**src/rtl/core/stq_pkg.sv**
```systemverilog
// Package for the sorted timeout queue: sizes, command and result codes,
// and the request/response structs between the controller and timer store.
// No dependencies.
package stq_pkg;

  localparam int NUM_TIMERS = 32;
  localparam int POOL       = (NUM_TIMERS < 32) ? NUM_TIMERS : 32;
  localparam int ID_W       = 5;
  localparam int CNT_W      = 6;

  localparam logic [2:0] CMD_ALLOC = 3'd0;
  localparam logic [2:0] CMD_INIT  = 3'd1;
  localparam logic [2:0] CMD_SET   = 3'd2;
  localparam logic [2:0] CMD_FREE  = 3'd3;
  localparam logic [2:0] CMD_TICK  = 3'd4;

  localparam logic [1:0] KIND_GRANT   = 2'd0;
  localparam logic [1:0] KIND_FAIL    = 2'd1;
  localparam logic [1:0] KIND_EXPIRED = 2'd2;

  localparam logic [1:0] ST_FREE  = 2'd0;
  localparam logic [1:0] ST_ALLOC = 2'd1;
  localparam logic [1:0] ST_ARMED = 2'd2;

  localparam logic [31:0] NO_DEADLINE = 32'hffff_ffff;

  typedef struct packed {
    logic [ID_W-1:0] rd_addr;
    logic [ID_W-1:0] wr_addr;
    logic            dl_we;
    logic            info_we;
    logic            st_we;
    logic [1:0]      st_wdata;
    logic [31:0]     dl_wdata;
    logic [3:0]      q_wdata;
    logic [31:0]     pay_wdata;
  } tm_req_t;

  typedef struct packed {
    logic [31:0]     dl_rdata;
    logic [3:0]      q_rdata;
    logic [31:0]     pay_rdata;
    logic            free_found;
    logic [ID_W-1:0] free_id;
  } tm_rsp_t;

endpackage

```
**src/rtl/core/stq_if.sv**
```systemverilog
// Valid/ready channel interfaces for commands and results.
// Depends on nothing.
interface stq_in_if;
  logic               valid;
  logic               ready;
  logic [2:0]         command;
  logic [4:0]         timer_id;
  logic [31:0]        delay_ticks;
  logic [3:0]         dest_queue;
  logic signed [31:0] payload;
  modport source (output valid, command, timer_id, delay_ticks, dest_queue, payload,
                  input ready);
  modport sink (input valid, command, timer_id, delay_ticks, dest_queue, payload,
                output ready);
endinterface

interface stq_out_if;
  logic               valid;
  logic               ready;
  logic [1:0]         kind;
  logic [4:0]         granted_or_expired_id;
  logic [3:0]         out_queue;
  logic signed [31:0] out_payload;
  logic               last;
  modport source (output valid, kind, granted_or_expired_id, out_queue, out_payload, last,
                  input ready);
  modport sink (input valid, kind, granted_or_expired_id, out_queue, out_payload, last,
                output ready);
endinterface

```
**src/rtl/core/stq_timer_mem.sv**
```systemverilog
// Per-timer store: deadline and queue/payload memories, state flops and
// the first-free search for alloc. Depends on stq_pkg.
module stq_timer_mem (
  input  logic            clk,
  input  logic            rst,
  input  stq_pkg::tm_req_t req,
  output stq_pkg::tm_rsp_t rsp
);
  import stq_pkg::*;

  logic [31:0] dl_mem   [NUM_TIMERS];
  logic [3:0]  q_mem    [NUM_TIMERS];
  logic [31:0] pay_mem  [NUM_TIMERS];
  logic [1:0]  tstate   [NUM_TIMERS];
  logic [31:0] dl_rd;
  logic [3:0]  q_rd;
  logic [31:0] pay_rd;
  logic        found;
  logic [ID_W-1:0] fid;

  always_ff @(posedge clk) begin
    if (req.dl_we) begin
      dl_mem[req.wr_addr] <= req.dl_wdata;
    end
    if (req.info_we) begin
      q_mem[req.wr_addr]   <= req.q_wdata;
      pay_mem[req.wr_addr] <= req.pay_wdata;
    end
    dl_rd  <= dl_mem[req.rd_addr];
    q_rd   <= q_mem[req.rd_addr];
    pay_rd <= pay_mem[req.rd_addr];
  end

  always_ff @(posedge clk) begin
    if (rst) begin
      for (int k = 0; k < NUM_TIMERS; k++) begin
        tstate[k] <= ST_FREE;
      end
    end else if (req.st_we) begin
      tstate[req.wr_addr] <= req.st_wdata;
    end
  end

  // lowest free timer wins
  always_comb begin
    found = 1'b0;
    fid   = '0;
    for (int k = POOL - 1; k >= 0; k--) begin
      if (tstate[k] == ST_FREE) begin
        found = 1'b1;
        fid   = ID_W'(k);
      end
    end
  end

  assign rsp.dl_rdata   = dl_rd;
  assign rsp.q_rdata    = q_rd;
  assign rsp.pay_rdata  = pay_rd;
  assign rsp.free_found = found;
  assign rsp.free_id    = fid;

endmodule

```
**src/rtl/core/stq_ctrl.sv**
```systemverilog
// Command sequencer with the sorted order list memory and result register.
// Depends on stq_pkg and stq_if.
module stq_ctrl (
  input  logic             clk,
  input  logic             rst,
  stq_in_if.sink           in_ch,
  stq_out_if.source        out_ch,
  output stq_pkg::tm_req_t tm_req,
  input  stq_pkg::tm_rsp_t tm_rsp
);
  import stq_pkg::*;

  localparam logic [4:0] S_IDLE    = 5'd0;
  localparam logic [4:0] S_EXEC    = 5'd1;
  localparam logic [4:0] S_UNL_RD  = 5'd2;
  localparam logic [4:0] S_UNL_CHK = 5'd3;
  localparam logic [4:0] S_INS     = 5'd4;
  localparam logic [4:0] S_INS_O   = 5'd5;
  localparam logic [4:0] S_INS_D   = 5'd6;
  localparam logic [4:0] S_CNT_RD  = 5'd7;
  localparam logic [4:0] S_CNT_O   = 5'd8;
  localparam logic [4:0] S_CNT_D   = 5'd9;
  localparam logic [4:0] S_EM_RD   = 5'd10;
  localparam logic [4:0] S_EM_O    = 5'd11;
  localparam logic [4:0] S_EM_D    = 5'd12;
  localparam logic [4:0] S_CMP     = 5'd13;
  localparam logic [4:0] S_CMP_W   = 5'd14;
  localparam logic [4:0] S_REF     = 5'd15;
  localparam logic [4:0] S_REF_O   = 5'd16;
  localparam logic [4:0] S_REF_D   = 5'd17;

  logic [4:0]       state;
  logic [2:0]       cmd;
  logic [ID_W-1:0]  id;
  logic [31:0]      dl;
  logic [3:0]       q;
  logic [31:0]      pay;
  logic [31:0]      tick_count;
  logic [31:0]      next_deadline;
  logic [CNT_W-1:0] cnt;
  logic [CNT_W-1:0] pos;
  logic [CNT_W-1:0] n;
  logic [CNT_W-1:0] w;
  logic [ID_W-1:0]  ent;
  logic [31:0]      tick_next;

  logic [ID_W-1:0]  order_mem [NUM_TIMERS];
  logic [ID_W-1:0]  ord_rd;
  logic [ID_W-1:0]  ord_ra;
  logic [ID_W-1:0]  ord_wa;
  logic [ID_W-1:0]  ord_wd;
  logic             ord_we;

  logic             ov;
  logic [1:0]       o_kind;
  logic [ID_W-1:0]  o_id;
  logic [3:0]       o_q;
  logic [31:0]      o_pay;
  logic             o_last;
  logic             slot_free;
  logic             emit;
  logic             id_ok;
  logic [CNT_W-1:0] pos_m1;
  logic [CNT_W-1:0] pos_n;

  assign slot_free = !ov || out_ch.ready;
  assign emit      = slot_free && ((state == S_EXEC && cmd == CMD_ALLOC) || state == S_EM_D);
  assign id_ok     = {1'b0, id} < CNT_W'(POOL);
  assign pos_m1    = pos - CNT_W'(1);
  assign pos_n     = pos + n;
  assign tick_next = tick_count + 32'd1;
  assign in_ch.ready = (state == S_IDLE);

  always_ff @(posedge clk) begin
    if (ord_we) begin
      order_mem[ord_wa] <= ord_wd;
    end
    ord_rd <= order_mem[ord_ra];
  end

  always_comb begin
    ord_ra = '0;
    ord_we = 1'b0;
    ord_wa = pos[ID_W-1:0];
    ord_wd = id;
    case (state)
      S_UNL_RD:  ord_ra = pos[ID_W-1:0];
      S_UNL_CHK: begin
        ord_we = (ord_rd != id);
        ord_wa = w[ID_W-1:0];
        ord_wd = ord_rd;
      end
      S_INS: begin
        ord_ra = pos_m1[ID_W-1:0];
        ord_we = (pos == '0);
      end
      S_INS_D: begin
        ord_we = 1'b1;
        ord_wd = (tm_rsp.dl_rdata > dl) ? ent : id;
      end
      S_CNT_RD:  ord_ra = n[ID_W-1:0];
      S_EM_RD:   ord_ra = pos[ID_W-1:0];
      S_CMP:     ord_ra = pos_n[ID_W-1:0];
      S_CMP_W: begin
        ord_we = 1'b1;
        ord_wd = ord_rd;
      end
      default: ord_ra = '0;
    endcase
  end

  always_comb begin
    tm_req           = '0;
    tm_req.rd_addr   = ent;
    tm_req.wr_addr   = id;
    tm_req.dl_wdata  = dl;
    tm_req.q_wdata   = q;
    tm_req.pay_wdata = pay;
    case (state)
      S_INS_O, S_CNT_O, S_EM_O, S_REF_O: tm_req.rd_addr = ord_rd;
      S_EXEC: begin
        case (cmd)
          CMD_ALLOC: begin
            tm_req.st_we    = slot_free && tm_rsp.free_found;
            tm_req.wr_addr  = tm_rsp.free_id;
            tm_req.st_wdata = ST_ALLOC;
          end
          CMD_INIT: tm_req.info_we = id_ok;
          CMD_SET: begin
            tm_req.dl_we    = id_ok;
            tm_req.st_we    = id_ok;
            tm_req.st_wdata = ST_ARMED;
          end
          CMD_FREE: begin
            tm_req.st_we    = id_ok;
            tm_req.st_wdata = ST_FREE;
          end
          default: tm_req.st_we = 1'b0;
        endcase
      end
      S_EM_D: begin
        tm_req.st_we    = slot_free;
        tm_req.wr_addr  = ent;
        tm_req.st_wdata = ST_ALLOC;
      end
      default: tm_req.st_we = 1'b0;
    endcase
  end

  always_ff @(posedge clk) begin
    if (rst) begin
      state         <= S_IDLE;
      tick_count    <= '0;
      next_deadline <= NO_DEADLINE;
      cnt           <= '0;
      ov            <= 1'b0;
    end else begin
      if (emit) begin
        ov <= 1'b1;
      end else if (out_ch.ready) begin
        ov <= 1'b0;
      end
      case (state)
        S_IDLE: begin
          if (in_ch.valid) begin
            cmd   <= in_ch.command;
            id    <= in_ch.timer_id;
            dl    <= tick_count + in_ch.delay_ticks;
            q     <= in_ch.dest_queue;
            pay   <= in_ch.payload;
            state <= S_EXEC;
          end
        end
        S_EXEC: begin
          pos <= '0;
          w   <= '0;
          n   <= '0;
          case (cmd)
            CMD_ALLOC: begin
              if (slot_free) begin
                o_kind <= tm_rsp.free_found ? KIND_GRANT : KIND_FAIL;
                o_id   <= tm_rsp.free_found ? tm_rsp.free_id : '0;
                o_q    <= '0;
                o_pay  <= '0;
                o_last <= 1'b1;
                state  <= S_IDLE;
              end
            end
            CMD_SET: begin
              if (!id_ok) begin
                state <= S_IDLE;
              end else if (cnt == '0) begin
                state <= S_INS;
              end else begin
                state <= S_UNL_RD;
              end
            end
            CMD_TICK: begin
              tick_count <= tick_next;
              state      <= (next_deadline > tick_next) ? S_IDLE : S_CNT_RD;
            end
            default: state <= S_IDLE;
          endcase
        end
        // unlink: compact the list, dropping the timer being re-armed
        S_UNL_RD: state <= S_UNL_CHK;
        S_UNL_CHK: begin
          if (ord_rd != id) begin
            w <= w + CNT_W'(1);
          end
          pos <= pos + CNT_W'(1);
          if (pos + CNT_W'(1) == cnt) begin
            cnt   <= (ord_rd != id) ? w + CNT_W'(1) : w;
            pos   <= (ord_rd != id) ? w + CNT_W'(1) : w;
            state <= S_INS;
          end else begin
            state <= S_UNL_RD;
          end
        end
        // insert: walk back from the tail, shifting later deadlines up
        S_INS: begin
          if (pos == '0) begin
            cnt   <= cnt + CNT_W'(1);
            state <= S_REF;
          end else begin
            state <= S_INS_O;
          end
        end
        S_INS_O: begin
          ent   <= ord_rd;
          state <= S_INS_D;
        end
        S_INS_D: begin
          if (tm_rsp.dl_rdata > dl) begin
            pos   <= pos_m1;
            state <= S_INS;
          end else begin
            cnt   <= cnt + CNT_W'(1);
            state <= S_REF;
          end
        end
        // count expired entries at the head
        S_CNT_RD: begin
          if (n == cnt) begin
            pos   <= '0;
            state <= (n == '0) ? S_CMP : S_EM_RD;
          end else begin
            state <= S_CNT_O;
          end
        end
        S_CNT_O: begin
          ent   <= ord_rd;
          state <= S_CNT_D;
        end
        S_CNT_D: begin
          if (tm_rsp.dl_rdata > tick_count) begin
            pos   <= '0;
            state <= (n == '0) ? S_CMP : S_EM_RD;
          end else begin
            n     <= n + CNT_W'(1);
            state <= S_CNT_RD;
          end
        end
        S_EM_RD: state <= S_EM_O;
        S_EM_O: begin
          ent   <= ord_rd;
          state <= S_EM_D;
        end
        S_EM_D: begin
          if (slot_free) begin
            o_kind <= KIND_EXPIRED;
            o_id   <= ent;
            o_q    <= tm_rsp.q_rdata;
            o_pay  <= tm_rsp.pay_rdata;
            o_last <= (pos + CNT_W'(1) == n);
            if (pos + CNT_W'(1) == n) begin
              pos   <= '0;
              state <= S_CMP;
            end else begin
              pos   <= pos + CNT_W'(1);
              state <= S_EM_RD;
            end
          end
        end
        // shift the survivors down by the expired count
        S_CMP: begin
          if (pos_n >= cnt) begin
            cnt   <= cnt - n;
            state <= S_REF;
          end else begin
            state <= S_CMP_W;
          end
        end
        S_CMP_W: begin
          pos   <= pos + CNT_W'(1);
          state <= S_CMP;
        end
        S_REF: begin
          if (cnt == '0) begin
            next_deadline <= NO_DEADLINE;
            state         <= S_IDLE;
          end else begin
            state <= S_REF_O;
          end
        end
        S_REF_O: begin
          ent   <= ord_rd;
          state <= S_REF_D;
        end
        S_REF_D: begin
          next_deadline <= tm_rsp.dl_rdata;
          state         <= S_IDLE;
        end
        default: state <= S_IDLE;
      endcase
    end
  end

  assign out_ch.valid                 = ov;
  assign out_ch.kind                  = o_kind;
  assign out_ch.granted_or_expired_id = o_id;
  assign out_ch.out_queue             = o_q;
  assign out_ch.out_payload           = o_pay;
  assign out_ch.last                  = o_last;

endmodule

```
**src/rtl/core/sorted_timeout_queue.sv**
```systemverilog
// Sorted timeout queue, one command at a time; a new command is taken only in idle.
// Set unlinks any old entry of the timer from the sorted list, then walks back from
// the tail, shifting later deadlines up; tick advances the tick count and, when the
// next deadline is due, emits the expired timers (stalling on result back-pressure).
// Synchronous reset clears tick count, list length, next deadline and all
// timer states to free; deadline, queue and payload memories are not cleared.
module sorted_timeout_queue (
  input  logic      clk,
  input  logic      rst,
  stq_in_if.sink    in_ch,
  stq_out_if.source out_ch
);
  import stq_pkg::*;

  tm_req_t tm_req;
  tm_rsp_t tm_rsp;

  stq_ctrl u_ctrl (
    .clk    (clk),
    .rst    (rst),
    .in_ch  (in_ch),
    .out_ch (out_ch),
    .tm_req (tm_req),
    .tm_rsp (tm_rsp)
  );

  stq_timer_mem u_tmem (
    .clk (clk),
    .rst (rst),
    .req (tm_req),
    .rsp (tm_rsp)
  );

endmodule

```
**src/flat_wrapper.sv**
```systemverilog
// flat-port wrapper written by rule: the top's interface ports become plain ports
module sorted_timeout_queue_flat import stq_pkg::*;
  (clk, rst, in_ch_valid, in_ch_command, in_ch_timer_id, in_ch_delay_ticks, in_ch_dest_queue, in_ch_payload, in_ch_ready, out_ch_valid, out_ch_kind, out_ch_granted_or_expired_id, out_ch_out_queue, out_ch_out_payload, out_ch_last, out_ch_ready);
  stq_in_if in_ch_i ();
  stq_out_if out_ch_i ();
  input  logic clk;
  input  logic rst;
  input wire logic [$bits(in_ch_i.valid)-1:0] in_ch_valid;
  input wire logic [$bits(in_ch_i.command)-1:0] in_ch_command;
  input wire logic [$bits(in_ch_i.timer_id)-1:0] in_ch_timer_id;
  input wire logic [$bits(in_ch_i.delay_ticks)-1:0] in_ch_delay_ticks;
  input wire logic [$bits(in_ch_i.dest_queue)-1:0] in_ch_dest_queue;
  input wire logic [$bits(in_ch_i.payload)-1:0] in_ch_payload;
  output wire logic [$bits(in_ch_i.ready)-1:0] in_ch_ready;
  output wire logic [$bits(out_ch_i.valid)-1:0] out_ch_valid;
  output wire logic [$bits(out_ch_i.kind)-1:0] out_ch_kind;
  output wire logic [$bits(out_ch_i.granted_or_expired_id)-1:0] out_ch_granted_or_expired_id;
  output wire logic [$bits(out_ch_i.out_queue)-1:0] out_ch_out_queue;
  output wire logic [$bits(out_ch_i.out_payload)-1:0] out_ch_out_payload;
  output wire logic [$bits(out_ch_i.last)-1:0] out_ch_last;
  input wire logic [$bits(out_ch_i.ready)-1:0] out_ch_ready;
  assign in_ch_i.valid = in_ch_valid;
  assign in_ch_i.command = in_ch_command;
  assign in_ch_i.timer_id = in_ch_timer_id;
  assign in_ch_i.delay_ticks = in_ch_delay_ticks;
  assign in_ch_i.dest_queue = in_ch_dest_queue;
  assign in_ch_i.payload = in_ch_payload;
  assign in_ch_ready = in_ch_i.ready;
  assign out_ch_valid = out_ch_i.valid;
  assign out_ch_kind = out_ch_i.kind;
  assign out_ch_granted_or_expired_id = out_ch_i.granted_or_expired_id;
  assign out_ch_out_queue = out_ch_i.out_queue;
  assign out_ch_out_payload = out_ch_i.out_payload;
  assign out_ch_last = out_ch_i.last;
  assign out_ch_i.ready = out_ch_ready;
  sorted_timeout_queue u_core (.clk(clk), .rst(rst), .in_ch(in_ch_i), .out_ch(out_ch_i));
endmodule
```
**config.mk**
```make
export PLATFORM = sky130hd
export DESIGN_NAME = sorted_timeout_queue_flat
export DESIGN_NICKNAME = d
export VERILOG_FILES = /design/src/rtl/core/stq_pkg.sv /design/src/rtl/core/stq_if.sv /design/src/rtl/core/stq_timer_mem.sv /design/src/rtl/core/stq_ctrl.sv /design/src/rtl/core/sorted_timeout_queue.sv /design/src/flat_wrapper.sv
export SDC_FILE = /design/constraint.sdc
export NUM_CORES = 2
export LEC_CHECK = 0
export BUFFER_PORTS_ARGS = -buffer_cell sky130_fd_sc_hd__buf_2
export CORE_MARGIN = 2
export CORE_UTILIZATION = 45
export DETAILED_ROUTE_END_ITERATION = 7
export PLACE_DENSITY = 0.65
export RECOVER_POWER = 100
export SETUP_SLACK_MARGIN = 0.5
export SYNTH_ARGS = -nofsm -noshare
export SYNTH_HDL_FRONTEND = slang
export SYNTH_SLANG_ARGS = --single-unit
```
**constraint.sdc**
```tcl
create_clock -name clk -period 13.5 [get_ports clk]
set_clock_uncertainty 0.15 [all_clocks]
set_input_delay 1.35 -clock clk [delete_from_list [all_inputs] [get_ports clk]]
set_output_delay 1.35 -clock clk [all_outputs]
set_load 0.03 [all_outputs]
```
======== Word level (Yosys, flattened, before mapping) ========
Memories as Yosys holds them, arrays and structs flattened. A register that Yosys moved wholly into a read port is not among the register bits.
Cells that the tools add are included.
word-level totals
  bits in registers ....................... 219
  bits in writable memories ............... 2400
  input bits .............................. 80
  output and inout bits ................... 46
  logic and storage cells ................. 293
  memories kept ........................... 5
operators by class
  add/subtract/negate cells ............... 9
  order comparisons ....................... 4
  equality and inequality tests ........... 39
  muxes and demuxes ....................... 151
  bitwise gates (word level) .............. 1
  reduce and logical (&&, ||, !) cells .... 65
memories
  memory                   words  bits a word  rd ports  clocked after Yosys merged registers in  wr ports  line                 source
  u_core.u_tmem.dl_mem     32     32           1         1                                        1         stq_timer_mem.sv:11  logic [31:0] dl_mem [NUM_TIMERS];
  u_core.u_tmem.pay_mem    32     32           1         1                                        1         stq_timer_mem.sv:13  logic [31:0] pay_mem [NUM_TIMERS];
  u_core.u_ctrl.order_mem  32     5            1         1                                        1         stq_ctrl.sv:47       logic [ID_W-1:0] order_mem [NUM_TIMERS];
  u_core.u_tmem.q_mem      32     4            1         1                                        1         stq_timer_mem.sv:12  logic [3:0] q_mem [NUM_TIMERS];
  u_core.u_tmem.tstate     32     2            32        0                                        32        stq_timer_mem.sv:14  logic [1:0] tstate [NUM_TIMERS];
operators with widths
  kind                                                                   count
  5-bit 2-to-1 mux                                                       45
  32-bit 2-to-1 mux                                                      4
  32-bit one-hot mux with 2 select lines                                 2
  32-bit > comparator                                                    3
  5-bit one-hot mux with 17 select lines                                 1
  6-bit 2-to-1 mux                                                       12
  2-bit zero test                                                        32
  1-bit 2-to-1 mux                                                       53
  6-bit one-hot mux with 7 select lines                                  1
  5-bit by 4-bit equality test with 1-bit output, second input constant  8
  32-bit by 1-bit adder with 32-bit output, second input constant        1
  32-bit adder                                                           1
  5-bit one-hot mux with 2 select lines                                  3
  6-bit by 1-bit adder with 6-bit output, second input constant          4
  4-bit 2-to-1 mux                                                       6
  2-bit inequality test, second input constant                           12
  6-bit one-hot mux with 2 select lines                                  2
  6-bit one-hot mux with 4 select lines                                  1
  5-bit by 3-bit equality test with 1-bit output, second input constant  4
  5-bit one-hot mux with 4 select lines                                  1
  6-bit equality test                                                    3
  6-bit zero test                                                        3
  3-bit 2-to-1 mux                                                       6
  5-bit one-hot mux with 3 select lines                                  1
  33 further kinds                                                       60

======== Longest topological paths before layout ========
An unclocked memory read counts as a cell.
  depth after elaboration ................. 42
  depth in mapped cells ................... 18
  mapped depth without buffers ............ 17

======== Cells and area by module ========
From an unflattened synthesis, not the netlist that was laid out.
second synthesis, totals
  cells, all modules ...................... 6253
  area total of the unflattened synthesis .. 108525.3 sq um
modules (own cells, without submodules)
  module         instances  cells each  area an instance (sq um)  sequential area each (sq um)
  stq_timer_mem  1          4295        87506.4                   68625.8
  stq_ctrl       1          1958        21018.9                   10720.3

======== Least setup slack after synthesis ========
OpenSTA, ideal clock, no wires.
  kind .................................... register to register
  start point ............................. register u_core.u_ctrl.state[1]
  end point ............................... register u_core.u_ctrl.o_id[0], in the netlist u_core.u_ctrl.out_ch.granted_or_expired_id[0], enable pin
  arrival ................................. 4755 ps
  setup slack ............................. 8095 ps
  cell stages (with the launch flop) ...... 7
  buffers on the path ..................... 2
  period minus slack after synthesis ...... 5405 ps
  cell sequence ........................... dfxtp_1 clkbuf_1 nor4b_2 nand4_1 and2_1 buf_2 nor3_1
between the ends
  longest elaborated chain between the ends .. 3
RTL lines
  item                                                                                                              line             source
  start, declared                                                                                                   stq_ctrl.sv:32   logic [4:0] state;
  start signal, assigned                                                                                            stq_ctrl.sv:200  state <= (next_deadline > tick_next) ? S_IDLE : S_CNT_RD;
  start signal, assigned                                                                                            stq_ctrl.sv:246  state <= (n == '0) ? S_CMP : S_EM_RD;
  start signal, assigned                                                                                            stq_ctrl.sv:258  state <= (n == '0) ? S_CMP : S_EM_RD;
  5-bit by 1-bit equality test with 1-bit output or 5-bit by 4-bit equality test with 1-bit output (tied branches)  stq_ctrl.sv:163  case (state)
  2-bit by 1-bit inequality test with 1-bit output (no line) (tied with other cells)                                -
  5-bit AND reduction (no line) *                                                                                   -
  end signal, assigned                                                                                              stq_ctrl.sv:182  o_id <= tm_rsp.free_found ? tm_rsp.free_id : '0;
  end signal, assigned                                                                                              stq_ctrl.sv:272  o_id <= ent;
  end, declared                                                                                                     stq_ctrl.sv:56   logic [ID_W-1:0] o_id;
Mark *: on every way between the ends. The rest lies on a longest branch, timed or not.
A chain may end at the register's enable or synchronous reset.

======== Worst setup path in the final report ========
  start point ............................. register u_core.u_ctrl.state[2]
  end point ............................... register u_core.u_tmem.dl_rd[29], read port of u_core.u_tmem.dl_mem
between the ends
  longest elaborated chain between the ends .. 3
RTL lines
  item                                         line                 source
  5-bit equality test (tied with other cells)  stq_ctrl.sv:119      case (state)
  4-bit OR reduction (no line) *               -
  5-bit 2-to-1 mux *                           -
  end, declared                                stq_timer_mem.sv:15  logic [31:0] dl_rd;
Marked as above.

==> key figures <==
Outcome
  – Outcome: complete, but fails checks
  – Failing checks: capacitance limit, slew limit

Yosys
  – Number of synthesized flops with an enable pin: 2,543
  – Synth Instances: 7,060
  – Syn Std Cell Area: 109,000 um2
  – Area contributors post-synth: edfxtp_1, mux4_2, nand2_1
  – Sequential share of the synthesized area: between 70 and 80%
  – Top cell type by total area after synthesis: edfxtp_1
  – Yosys warns: 0
  – Synth cell types: 83
  – Syn Area/Cell: approximately 15 um2
  – Post-synth top area share: between 60% and 70%
  – #FFs+latches synth: between 2,000 and 3,000
  – Syn Nets: between 7,000 and 8,000
  – Async SR Flop Fraction: 0%
  – Ys flop type: edfxtp_1

Place
  – Gpl congestion: 0.889
  – Port Buf Inserts: roughly 130
  – Dpl hpwl: 158,000 um

Clock tree
  – CTS tree: yes
  – Clk sink count: roughly 2,700
  – Clock-pin transition on the worst setup and hold timing paths: approximately 60 ps
  – CTS Buf Count: 283
  – CTS root buf: clkbuf_16
  – CTS H-tree lvls: 5
  – Worst skew pair latency: around 970 ps
  – Clk buf depth: 4
  – Post-CTS resize count: 0
  – CTS hold repair buffers: 0
  – Post-CTS Setup Repair Bufs: 0

Setup path
  – Crit Path Category: flip-flop to flip-flop
  – Critical R2R Capture: u_core.u_tmem.dl_rd[29]$_DFF_P_
  – Worst Path Max Fanout: between 150 and 200
  – CP max-delay cell: and2_0
  – Arr. time, crit path: 10,650 ps
  – FF-to-FF setup slack: between 3000 and 4000 ps
  – Most numerous cell on the critical path: buf_4
  – Startpoint Class: flip-flop
  – Reg2reg start: u_core.u_ctrl.state[2]$_SDFFE_PP0P_
  – Req. time, crit path: 14,100 ps
  – Critical Path End Type: flip-flop
  – Worst reg2reg path depth: 11
  – CP Cell Sequence: nor3b_1 -> o21ai_0 -> nand3_4 -> and2_0 -> inv_16 -> buf_4 -> buf_4 -> mux4_2 -> nand2_1 -> nand4_1 -> or4_1
  – Max stage delay on crit path: 3060 ps

Flow run
  – Max Cap Violations: 88

Detailed routing
  – Final wirelength: 306,000 um
  – Drt first pass iters: 8
  – Starting DRT DRC Count: 9,484
  – DRC viols: 0
  – Vias per cell: 6.23
  – Post-DRT Antenna Nets: 0
  – Via count: about 66,000
  – Routed wire per std cell: 28.9 um

Timing
  – Final hold violation count: 0
  – Slew Limit Headroom: -194%
  – RSZ-0062 raised after global routing: false
  – Crit path time final: 10,050 ps
  – Slew @ Worst Pin: 4380 ps
  – Minimum hold slack: 333 ps
  – Slew Limit Fails: 3,111
  – Peak Freq: roughly 0.1 GHz
  – Setup tns final: 0 ps
  – Final setup fails: 0
  – Fin crit share: 74.4%

Cells and area
  – Sequential cell area: around 79,000 um2
  – Fill cells: 19,582
  – Final nets: 7,456
  – Share of layout cells above drive strength 1: 11.5%
  – Footprint of the multi-input gates: ~28,000 um2
  – Area delta synth->final: 11.9%

Global routing
  – Total track usage: about a quarter
  – First-pass GRT wire length: 438,000 um
  – Largest net degree at the start of global routing: 193
  – Number of global-route vias before repair: 63,403
  – Gr ovfl total: 0
  – Initial antenna violation count: 17

Die
  – I/O pin cnt: 126
  – Core area: 241,000 um2
  – DIE HEIGHT: 497 um
  – Full die area: between 200,000 and 250,000 um2
  – Row cnt: 180
  – Initial Util: 45.3%
  – Die W: 497 um

Min path
  – Worst hold start: u_core.u_ctrl.next_deadline[9]$_SDFFE_PP1P_
  – Worst hold path class: flip-flop to flip-flop
  – Hold path endpoint: u_core.u_ctrl.next_deadline[9]$_SDFFE_PP1P_
  – WHS Path Cells: 2

Pwr
  – Maximum VDD drop: 0.165 mV
  – Pwr dens: 144 nW/um2
  – Pleak: 40.2 nW
## synthesized netlist by cell type, types with 7 or more instances
cell type and instances:
nor3_1 67, nand3_1 58, a211o_1 8, a221o_1 9, inv_1 128, dfxtp_1 149
mux4_2 272, a21oi_1 141, buf_1 24, o32a_1 7, a21o_1 48, nor2_1 311
a311o_1 107, a211oi_1 217, mux2i_1 77, o211ai_1 16, buf_4 16, a31oi_1 53
xor2_1 24, o22a_1 8, o21ai_0 105, xnor2_1 102, a22o_1 16, o22ai_1 58
o21a_1 13, o221ai_1 10, nor4_1 16, clkbuf_1 296, nand4_1 101, or4_1 57
nand2_1 1087, or3_1 13, edfxtp_1 2543, buf_2 59, a221oi_1 11, a22oi_1 43
o21bai_1 7, nor2b_1 16, and3_1 348, nand2b_1 19, and2_1 29, ha_1 151
a311oi_1 116
## critical path: cells and delay by family (launching register included)
kind / cells / cell delay, ps
compound gates: 1 / 410
simple gates: 6 / 5240
flops: 1 / 770
buf+inv: 3 / 2330
mux: 1 / 500
## how the worst max path moves through the flow
stage / startpoint / to / slack, ps / cells after the start
2_1_floorplan: u_core.u_ctrl.state[1]$_SDFFE_PP0P_ / u_core.u_ctrl.out_ch.granted_or_expired_id[0]$_DFFE_PP_ / 8100 / 6
3_3_place_gp: u_core.u_ctrl.state[3]$_SDFFE_PP0P_ / u_core.u_tmem.pay_rd[9]$_DFF_P_ / 6620 / 11
5_1_grt: u_core.u_ctrl.state[2]$_SDFFE_PP0P_ / u_core.u_tmem.dl_rd[7]$_DFF_P_ / 2970 / 11
3_5_place_dp: u_core.u_ctrl.state[3]$_SDFFE_PP0P_ / u_core.u_tmem.pay_rd[9]$_DFF_P_ / 6450 / 11
6_report: u_core.u_ctrl.state[2]$_SDFFE_PP0P_ / u_core.u_tmem.dl_rd[29]$_DFF_P_ / 3450 / 11
4_1_cts: u_core.u_ctrl.state[3]$_SDFFE_PP0P_ / u_core.u_tmem.dl_rd[29]$_DFF_P_ / 6400 / 11
## per-stage QoR
step / setup slack, ps / util, % / power [mW] / cells / instance area, um2
3_3_place_gp: 6620 / 47.3 / 10.2 / 10122 / 114000
5_1_grt: 2970 / 50.7 / 18.0 / 10608 / 122000
4_1_cts: 6400 / 50.9 / 17.6 / 10607 / 123000
3_5_place_dp: 6450 / 47.3 / 10.2 / 10122 / 114000
2_1_floorplan: 8100 / - / 9.91 / 7060 / 109000
6_report: 3450 / 50.7 / 17.6 / 10611 / 122000
## cells by family (layout without fill, tap and decap cells)
| kind of cell | Yosys count | after routing | synth area share (%) |
|---|---|---|---|
| multiplexers | 354 | 354 | 6.37 |
| buffers and inverters | 531 | 893 | 1.98 |
| adder cells (fa/ha/maj) | 154 | 154 | 1.79 |
| AO/OA/AOI/OAI | 1045 | 1045 | 7.04 |
| flip-flops | 2692 | 2692 | 72.7 |
| other | 0 | 4 | 0 |
| AND/OR/NAND/NOR | 2158 | 2158 | 9.15 |
| XOR/XNOR | 126 | 126 | 1.01 |
## metal layers
layer | track usage, % | routed length, um | part of all wire (%)
met3 | 5.01 | 34600 | 11
met2 | 37.5 | 139000 | 45
met5 | 0 | 110 | 0.036
met1 | 35.2 | 123000 | 40
met4 | 7.08 | 9000 | 2.9
## sequential cells by signal (all words and copies together), names as in the netlist, 6 cells and up
register	count
u_core.u_ctrl.cnt	6
u_core.u_ctrl.dl	32
u_core.u_ctrl.n	6
u_core.u_ctrl.next_deadline	32
u_core.u_ctrl.order_mem	160
u_core.u_ctrl.out_ch.out_payload	32
u_core.u_ctrl.pay	32
u_core.u_ctrl.pos	6
u_core.u_ctrl.tick_count	32
u_core.u_ctrl.w	6
u_core.u_tmem.dl_mem	1024
u_core.u_tmem.dl_rd	32
u_core.u_tmem.pay_mem	1024
u_core.u_tmem.pay_rd	32
u_core.u_tmem.q_mem	128
u_core.u_tmem.tstate	64
## cell type report
cell class	instances	area share (%)
sequential	2692	65.0
tap	3185	3.26
multi-input combinational	3837	23.1
antenna	4	0.00819
clock inverter	105	0.745
inverter	131	0.418
clock buffer	380	6.39
timing repair buffer	277	1.10
## layout by cell type (no fill, tap or decap), types with 18 or more instances in the layout
cell type / synthesis / final
a311o_1: 107 / 107
nand2b_1: 19 / 18
xor2_1: 24 / 24
ha_1: 151 / 151
nand3_1: 58 / 58
a21oi_1: 141 / 141
dfxtp_1: 149 / 149
edfxtp_1: 2543 / 2543
a211oi_1: 217 / 216
nor3_1: 67 / 64
buf_2: 59 / 51
xnor2_1: 102 / 102
clkinv_2: 0 / 35
o21ai_0: 105 / 106
and3_1: 348 / 348
nor2_4: 0 / 60
mux2i_1: 77 / 75
mux4_2: 272 / 272
nand4_1: 101 / 101
clkinv_1: 0 / 40
buf_4: 16 / 52
a31oi_1: 53 / 50
a311oi_1: 116 / 116
and2_1: 29 / 26
clkbuf_16: 0 / 290
clkbuf_1: 296 / 240
or4_1: 57 / 57
nor2_1: 311 / 251
o22ai_1: 58 / 58
clkbuf_8: 0 / 21
a22oi_1: 43 / 43
nand2_1: 1087 / 1086
a21o_1: 48 / 48
inv_1: 128 / 127
## report_power, final
part / switching (mW) / total [mW] / internal (mW)
Combinational: 0.491 / 0.773 / 0.282
Clock: 3.13 / 7.45 / 4.33
Sequential: 0.156 / 9.33 / 9.17
Note: power is estimated with default switching activity, not from simulation.
